--- config.mk ---
export PLATFORM = sky130hd
export DESIGN_NAME = integer_to_ascii_formatter_top
export DESIGN_NICKNAME = d
export VERILOG_FILES = /design/src/iaf_pkg.sv /design/src/iaf_front.sv /design/src/iaf_queue.sv /design/src/iaf_back.sv /design/src/integer_to_ascii_formatter_top.sv
export SDC_FILE = /design/constraint.sdc
export NUM_CORES = 1
export LEC_CHECK = 0
export ABC_AREA = 1
export BUFFER_PORTS_ARGS = -buffer_cell sky130_fd_sc_hd__buf_2
export CAP_MARGIN = 0
export CORE_MARGIN = 1.5
export CORE_UTILIZATION = 45
export DETAILED_ROUTE_END_ITERATION = 7
export HOLD_SLACK_MARGIN = 0.1
export PLACE_DENSITY_LB_ADDON = 0.1
export SLEW_MARGIN = 20
export SYNTH_ARGS = -nofsm -noshare
export SYNTH_HDL_FRONTEND = slang
export SYNTH_HIERARCHICAL = 1
export SYNTH_SLANG_ARGS = --single-unit
export TNS_END_PERCENT = 30
--- constraint.sdc ---
create_clock -name i_clk -period 3.1 [get_ports i_clk]
set_input_delay 0.465 -clock i_clk [delete_from_list [all_inputs] [get_ports i_clk]]
set_output_delay 0.465 -clock i_clk [all_outputs]
set_load 0.1 [all_outputs]
--- src/iaf_pkg.sv ---
// ----------------------------------------------------------------------------
// iaf_pkg
// shared types, format codes and character constants of the integer to
// ascii formatter
// ----------------------------------------------------------------------------
package iaf_pkg;

    localparam int VALUE_W   = 32;
    localparam int FMT_W     = 2;
    localparam int CHAR_W    = 8;
    localparam int DEC_DIGITS = 10;
    localparam int DIG_W     = 4 * DEC_DIGITS;
    localparam int IDX_W     = 4;
    localparam int CNT_W     = 5;

    localparam logic [FMT_W-1:0] FMT_SIGNED   = 2'd0;
    localparam logic [FMT_W-1:0] FMT_UNSIGNED = 2'd1;
    localparam logic [FMT_W-1:0] FMT_HEX      = 2'd2;

    localparam logic [CHAR_W-1:0] CH_ZERO  = 8'h30;
    localparam logic [CHAR_W-1:0] CH_A_LOW = 8'h61;
    localparam logic [CHAR_W-1:0] CH_MINUS = 8'h2d;

    localparam logic [IDX_W-1:0] HEX_TOP_IDX  = 4'd7;
    localparam logic [CNT_W-1:0] CONV_STEPS_M1 = 5'd31;

    typedef struct packed {
        logic               neg;
        logic               hex;
        logic [VALUE_W-1:0] mag;
    } t_req;

    function automatic logic [CHAR_W-1:0] digit_char(input logic [3:0] d);
        logic [CHAR_W-1:0] c;
        if (d > 4'd9) begin
            c = CH_A_LOW + {4'b0, d} - 8'd10;
        end else begin
            c = CH_ZERO + {4'b0, d};
        end
        return c;
    endfunction

endpackage

--- src/iaf_front.sv ---
// ----------------------------------------------------------------------------
// iaf_front
// accepts input requests, classifies the format and takes the magnitude
// ----------------------------------------------------------------------------
module iaf_front (
    input  logic                      i_clk,
    input  logic                      i_rst_n,
    input  logic                      i_valid,
    output logic                      o_ready,
    input  logic [iaf_pkg::FMT_W-1:0] i_format,
    input  logic [iaf_pkg::VALUE_W-1:0] i_value,
    output logic                      o_valid,
    input  logic                      i_q_ready,
    output iaf_pkg::t_req             o_req
);
    import iaf_pkg::*;

    logic r_valid;
    t_req r_req;
    t_req n_req;

    always_comb begin
        n_req.hex = (i_format == FMT_HEX);
        n_req.neg = (i_format == FMT_SIGNED) && i_value[VALUE_W-1];
        n_req.mag = n_req.neg ? (~i_value + 32'd1) : i_value;
    end

    assign o_ready = !r_valid || i_q_ready;
    assign o_valid = r_valid;
    assign o_req   = r_req;

    always_ff @(posedge i_clk) begin
        if (!i_rst_n) begin
            r_valid <= 1'b0;
        end else if (o_ready) begin
            r_valid <= i_valid;
        end
        if (i_valid && o_ready) begin
            r_req <= n_req;
        end
    end

endmodule

--- src/iaf_queue.sv ---
// ----------------------------------------------------------------------------
// iaf_queue
// two-entry request queue between the front and back parts
// ----------------------------------------------------------------------------
module iaf_queue (
    input  logic          i_clk,
    input  logic          i_rst_n,
    input  logic          i_valid,
    output logic          o_ready,
    input  iaf_pkg::t_req i_req,
    output logic          o_valid,
    input  logic          i_ready,
    output iaf_pkg::t_req o_req
);
    import iaf_pkg::*;

    t_req       r_mem [2];
    logic       r_wptr;
    logic       r_rptr;
    logic [1:0] r_count;
    logic       push;
    logic       pop;

    assign o_ready = (r_count != 2'd2);
    assign o_valid = (r_count != 2'd0);
    assign o_req   = r_mem[r_rptr];
    assign push    = i_valid && o_ready;
    assign pop     = o_valid && i_ready;

    always_ff @(posedge i_clk) begin
        if (!i_rst_n) begin
            r_wptr  <= 1'b0;
            r_rptr  <= 1'b0;
            r_count <= 2'd0;
        end else begin
            if (push) begin
                r_wptr <= ~r_wptr;
            end
            if (pop) begin
                r_rptr <= ~r_rptr;
            end
            if (push && !pop) begin
                r_count <= r_count + 2'd1;
            end else if (pop && !push) begin
                r_count <= r_count - 2'd1;
            end
        end
        if (push) begin
            r_mem[r_wptr] <= i_req;
        end
    end

endmodule

--- src/iaf_back.sv ---
// ----------------------------------------------------------------------------
// iaf_back
// converts one request to digits (shift-add-3 if decimal) and emits characters
// ----------------------------------------------------------------------------
module iaf_back (
    input  logic                       i_clk,
    input  logic                       i_rst_n,
    input  logic                       i_q_valid,
    output logic                       o_q_ready,
    input  iaf_pkg::t_req              i_req,
    output logic                       o_valid,
    input  logic                       i_ready,
    output logic [iaf_pkg::CHAR_W-1:0] o_char,
    output logic                       o_last
);
    import iaf_pkg::*;

    typedef enum logic [2:0] {
        ST_IDLE,
        ST_CONV,
        ST_LOAD,
        ST_SIGN,
        ST_EMIT
    } t_state;

    t_state              r_state;
    logic                r_neg;
    logic [VALUE_W-1:0]  r_bin;
    logic [DIG_W-1:0]    r_dig;
    logic [IDX_W-1:0]    r_idx;
    logic [CNT_W-1:0]    r_cnt;
    logic                r_out_valid;
    logic [CHAR_W-1:0]   r_char;
    logic                r_last;

    logic [DIG_W-1:0]    n_dig;
    logic [IDX_W-1:0]    msd_idx;
    logic [3:0]          cur_digit;
    logic                out_free;
    logic                emit_go;

    always_comb begin
        for (int i = 0; i < DEC_DIGITS; i++) begin
            n_dig[4*i +: 4] = (r_dig[4*i +: 4] >= 4'd5) ? (r_dig[4*i +: 4] + 4'd3)
                                                          : r_dig[4*i +: 4];
        end
    end

    always_comb begin
        msd_idx = '0;
        for (int i = 0; i < DEC_DIGITS; i++) begin
            if (r_dig[4*i +: 4] != 4'd0) begin
                msd_idx = IDX_W'(i);
            end
        end
    end

    assign cur_digit = r_dig[{r_idx, 2'b00} +: 4];
    assign out_free  = !r_out_valid || i_ready;
    assign emit_go   = ((r_state == ST_SIGN) || (r_state == ST_EMIT)) && out_free;
    assign o_q_ready = (r_state == ST_IDLE);
    assign o_valid   = r_out_valid;
    assign o_char    = r_char;
    assign o_last    = r_last;

    always_ff @(posedge i_clk) begin
        if (!i_rst_n) begin
            r_state     <= ST_IDLE;
            r_out_valid <= 1'b0;
        end else begin
            if (emit_go) begin
                r_out_valid <= 1'b1;
            end else if (i_ready) begin
                r_out_valid <= 1'b0;
            end
            unique case (r_state)
                ST_IDLE: begin
                    if (i_q_valid) begin
                        r_neg <= i_req.neg;
                        if (i_req.hex) begin
                            r_dig   <= {8'b0, i_req.mag};
                            r_idx   <= HEX_TOP_IDX;
                            r_state <= ST_EMIT;
                        end else begin
                            r_bin   <= i_req.mag;
                            r_dig   <= '0;
                            r_cnt   <= CONV_STEPS_M1;
                            r_state <= ST_CONV;
                        end
                    end
                end
                ST_CONV: begin
                    r_dig <= {n_dig[DIG_W-2:0], r_bin[VALUE_W-1]};
                    r_bin <= {r_bin[VALUE_W-2:0], 1'b0};
                    r_cnt <= r_cnt - 5'd1;
                    if (r_cnt == '0) begin
                        r_state <= ST_LOAD;
                    end
                end
                ST_LOAD: begin
                    r_idx   <= msd_idx;
                    r_state <= r_neg ? ST_SIGN : ST_EMIT;
                end
                ST_SIGN: begin
                    if (out_free) begin
                        r_char      <= CH_MINUS;
                        r_last      <= 1'b0;
                        r_state     <= ST_EMIT;
                    end
                end
                ST_EMIT: begin
                    if (out_free) begin
                        r_char      <= digit_char(cur_digit);
                        r_last      <= (r_idx == '0);
                        r_idx       <= r_idx - 4'd1;
                        if (r_idx == '0) begin
                            r_state <= ST_IDLE;
                        end
                    end
                end
                default: begin
                    r_state <= ST_IDLE;
                end
            endcase
        end
    end

endmodule

--- src/integer_to_ascii_formatter_top.sv ---
// ----------------------------------------------------------------------------
// integer_to_ascii_formatter_top
// formats a 32-bit value as signed decimal, unsigned decimal or hex text
// ----------------------------------------------------------------------------
// input stream: tdata carries the 32-bit value, tuser the format code
// (0 signed decimal, 1 unsigned decimal, 2 hex padded to eight digits,
// 3 handled as unsigned decimal). output stream: one ascii character per
// transfer in tdata, most significant first, tlast on the final character.
// the front stage registers and classifies each request and negates
// negative signed values; a two-entry queue decouples it from the back.
// the back converts decimal values with 32 shift-add-3 steps, one per cycle,
// then emits up to 11 characters, one per cycle while the receiver is ready.
// reset empties the queue, clears the front and output valid flags and idles the back.
// when the receiver stalls the output register holds, the back waits and
// the queue and front stage fill up before the input tready drops.
// ----------------------------------------------------------------------------
module integer_to_ascii_formatter_top (
    input  logic        i_clk,
    input  logic        i_rst_n,
    input  logic        i_s_axis_tvalid,
    output logic        o_s_axis_tready,
    input  logic [31:0] i_s_axis_tdata,   // [31:0] value
    input  logic [1:0]  i_s_axis_tuser,   // [1:0] format
    output logic        o_m_axis_tvalid,
    input  logic        i_m_axis_tready,
    output logic [7:0]  o_m_axis_tdata,   // [7:0] character
    output logic        o_m_axis_tlast
);
    import iaf_pkg::*;

    logic front_valid;
    logic q_in_ready;
    t_req front_req;
    logic q_valid;
    logic back_ready;
    t_req q_req;

    iaf_front u_front (
        .i_clk     (i_clk),
        .i_rst_n   (i_rst_n),
        .i_valid   (i_s_axis_tvalid),
        .o_ready   (o_s_axis_tready),
        .i_format  (i_s_axis_tuser),
        .i_value   (i_s_axis_tdata),
        .o_valid   (front_valid),
        .i_q_ready (q_in_ready),
        .o_req     (front_req)
    );

    iaf_queue u_queue (
        .i_clk   (i_clk),
        .i_rst_n (i_rst_n),
        .i_valid (front_valid),
        .o_ready (q_in_ready),
        .i_req   (front_req),
        .o_valid (q_valid),
        .i_ready (back_ready),
        .o_req   (q_req)
    );

    iaf_back u_back (
        .i_clk     (i_clk),
        .i_rst_n   (i_rst_n),
        .i_q_valid (q_valid),
        .o_q_ready (back_ready),
        .i_req     (q_req),
        .o_valid   (o_m_axis_tvalid),
        .i_ready   (i_m_axis_tready),
        .o_char    (o_m_axis_tdata),
        .o_last    (o_m_axis_tlast)
    );

`ifndef NO_ASSERTIONS
    a_char_legal: assert property (@(posedge i_clk) disable iff (!i_rst_n)
        o_m_axis_tvalid |->
            ((o_m_axis_tdata >= CH_ZERO) && (o_m_axis_tdata <= 8'h39)) ||
            ((o_m_axis_tdata >= CH_A_LOW) && (o_m_axis_tdata <= 8'h66)) ||
            (o_m_axis_tdata == CH_MINUS))
        else $error("illegal output character");

    a_minus_not_last: assert property (@(posedge i_clk) disable iff (!i_rst_n)
        (o_m_axis_tvalid && (o_m_axis_tdata == CH_MINUS)) |-> !o_m_axis_tlast)
        else $error("minus sign flagged as last");

    a_hex_not_neg: assert property (@(posedge i_clk) disable iff (!i_rst_n)
        q_valid |-> !(q_req.hex && q_req.neg))
        else $error("hex request classified as negative");

    a_neg_mag: assert property (@(posedge i_clk) disable iff (!i_rst_n)
        (front_valid && front_req.neg) |-> (front_req.mag != 32'd0))
        else $error("negative request with zero magnitude");
`endif

endmodule

==> results.json <==
{
  "gp_congestion": 0.870,
  "reg2reg_from": "u_back/r_idx[0]",
  "cts_resized": 0,
  "clock_skew_ps": 11.9,
  "layout_min_cycle_time_ps": 2430,
  "initial_core_util": 0.462,
  "cts_tree": "yes",
  "fillers": 2114,
  "cts_buffer_depth": 3,
  "routed_wirelength_mm": 21.1,
  "postRouteAntennaNets": 0,
  "syn_area_mm2": 0.0106,
  "numCtsBuffers": 24,
  "maxCapViolations": 0,
  "synth_fp_nets": 1128,
  "synthArstFlopShare": 0,
  "setup_viol": 0,
  "synth_sequential_area_ratio": 0.565,
  "synth-edff-count": 192,
  "clock_latency_ps": 510,
  "via_per_inst": 5.00,
  "die_w_um": 156,
  "hp-class": "primary input to flop",
  "arrival_ps": 2680,
  "fmax_ghz": 0.412,
  "htreeDepth": 1,
  "p_leak_nw": 4.88,
  "syn_inst": 1058,
  "core_area_mm2": 0.0228,
  "drive_gt1_frac": 0.154,
  "max_slew.worst_pin.slew_ps": 721,
  "grtUsageTotal": 0.178,
  "status": "completed",
  "io_buffers": 47,
  "r2r_slack_ps": 670,
  "grt_pass1_vias": 6923,
  "crit_start": "u_back/r_idx[0]",
  "drtIter0Drc": 469,
  "die-area_mm2": 0.0244,
  "path_max_fanout": 16,
  "holdBufCountCts": 0,
  "final_nets": 1186,
  "grt_max_degree": 61,
  "startpoint_type": "flop",
  "max-slew-margin-rel": 0.517,
  "cp.required_ps": 3360,
  "yosys_warnings": 6,
  "pre_cts_ws_ps": 715,
  "cts.sink_count": 202,
  "postSynthAreaPerCell_um2": 9.97,
  "finalSetupTns_ps": 0,
  "clkTransAtPathRegs_ps": 60,
  "dp_hpwl_mm": 14.9,
  "grt_pass1_wl_mm": 34.6,
  "grt_antenna_before_repair": 0,
  "postLayoutCellArea_mm2": 0.0120,
  "hold_violations": 0,
  "num_io_pins": 49,
  "holdCritStartpoint": "i_s_axis_tdata[0]",
  "via_count": 7231,
  "drc": 0,
  "worst_slack_ps": 672,
  "p_per_area_mw_per_mm2": 873,
  "multi_input_comb_area_mm2": 0.00396,
  "slew_viol_final": 0,
  "root_buffer": "clkbuf_16",
  "diodes": 0,
  "cts_setup_buffers": 0,
  "synth_ff_type": "edfxtp_1",
  "rsz0062_at_grt": "no",
  "overflow": 0,
  "register_area_mm2": 0.00597,
  "place_area_mm2": 0.0111,
  "cp-end-kind": "flop",
  "area_growth_pct": 13.6,
  "dr.pass1.iters": 4,
  "die_h_um": 156,
  "min_period_over_period": 0.783,
  "rows": 55,
  "ir_drop_mv": 0.405,
  "synth.distinct_cells": 41,
  "path_class": "flop to flop",
  "ys_ff_latch": 202,
  "wl_per_cell_um": 14.6
}
==> worst max-delay path: stages (launching register included) <==
cell and delay, ps:
edfxtp_1 610, buf_4 280, nand2_1 80, nand3_1 70, nand3_1 110, nand3_2 90
nand2_2 100, inv_1 70, ha_1 220, o211ai_2 260, nand2_2 120, nor2_2 110
nand3_1 70
==> report_power, final <==
group	internal, mW	switching (mW)
logic	1.09	2.10
registers	3.81	0.306
clock network	2.07	1.08
==> sequential cells by signal, summed over array words and instances, names as in the netlist, named ones only <==
signal           count
u_queue/r_mem       68
u_back/r_dig        40
u_front/o_req       34
u_back/r_bin        32
u_back/o_char        7
u_back/r_cnt         5
u_back/r_idx         4
u_back/r_state       3
u_queue/r_count      2
u_back/o_last        1
u_back/o_valid       1
u_back/r_neg         1
u_front/o_valid      1
u_queue/r_rptr       1
u_queue/r_wptr       1
==> area by class of cell <==
| class | count | share of cell area |
|---|---|---|
| Tap cell | 313 | 0.0327 |
| Sequential cell | 202 | 0.498 |
| Timing Repair Buffer | 60 | 0.0278 |
| Clock inverter | 16 | 0.0214 |
| Inverter | 112 | 0.0355 |
| Clock buffer | 28 | 0.0540 |
| Multi-Input combinational cell | 716 | 0.331 |
==> through the flow <==
| step | utilization | hold WS [ps] | cells | power (mW) |
|---|---|---|---|---|
| floorplan | - | 421 | 1058 | 6.63 |
| CTS | 0.524 | 146 | 1447 | 10.6 |
| finish | 0.524 | 162 | 1447 | 10.5 |
| global route | 0.524 | 150 | 1447 | 11.1 |
| global placement | 0.485 | 423 | 1403 | 7.35 |
| detailed placement | 0.485 | 430 | 1403 | 7.38 |
==> metal layers <==
layer  up-vias  share of wire  global-route usage
met5         -              0                   0
met4         0          0.019              0.0503
met3        28          0.048              0.0267
met2       169           0.47               0.299
met1      3330           0.47               0.239
li1       3704              -                   -
==> cells in the final DEF (no fill, tap or decap), types with 4 or more instances in the layout <==
master and count:
mux2_4 30, mux2_2 4, inv_2 5, xnor2_1 10, nor2_4 4, o22ai_1 13
nor3_1 7, nand2_1 287, o21ai_1 19, xor2_1 11, nor2_1 83, nor2_2 10
nand2_2 10, a21boi_0 6, clkbuf_16 25, a21oi_1 34, inv_1 106, buf_4 13
edfxtp_1 192, dfxtp_1 9, o21ai_0 65, or2_2 5, ha_1 32, o32ai_1 5
clkinv_1 5, nand3_1 61, buf_2 47, bufinv_16 7
==> logic make-up after synthesis <==
group | count (synthesis) | share of synthesized area
xor gates and xnor gates | 21 | 0.0174
muxes | 34 | 0.0470
adders and majority gates | 32 | 0.0379
DFF | 202 | 0.565
and+or+nand+nor | 471 | 0.186
AOI/OAI and AO/OA | 157 | 0.0829
buffers and inverters | 140 | 0.0628
other | 1 | 0.000355
==> synth_stat cells, drive strengths merged, types with 7 or more instances <==
master,n,area [um^2]
a21oi,38,194
dfxtp,10,200
nand2,297,1140
xnor2,10,87.6
nor3,8,51.3
nor2,97,414
clkbuf,7,26.3
ha,32,400
buf,21,211
inv,112,425
o22ai,13,81.3
edfxtp,192,5770
o21ai,85,429
xor2,11,96.3
mux2,34,495
nand3,62,315
==> path summary, 6_finish.rpt <==
check / depth (start not counted) / end
setup / recovery: 12 / u_back/o_char[5]
hold / removal: 1 / u_front/o_req[0]
setup reg to reg: 12 / u_back/o_char[5]
hold reg to reg: 0 / u_queue/r_mem[1][17]
Note: power is estimated with default switching activity, not from simulation.
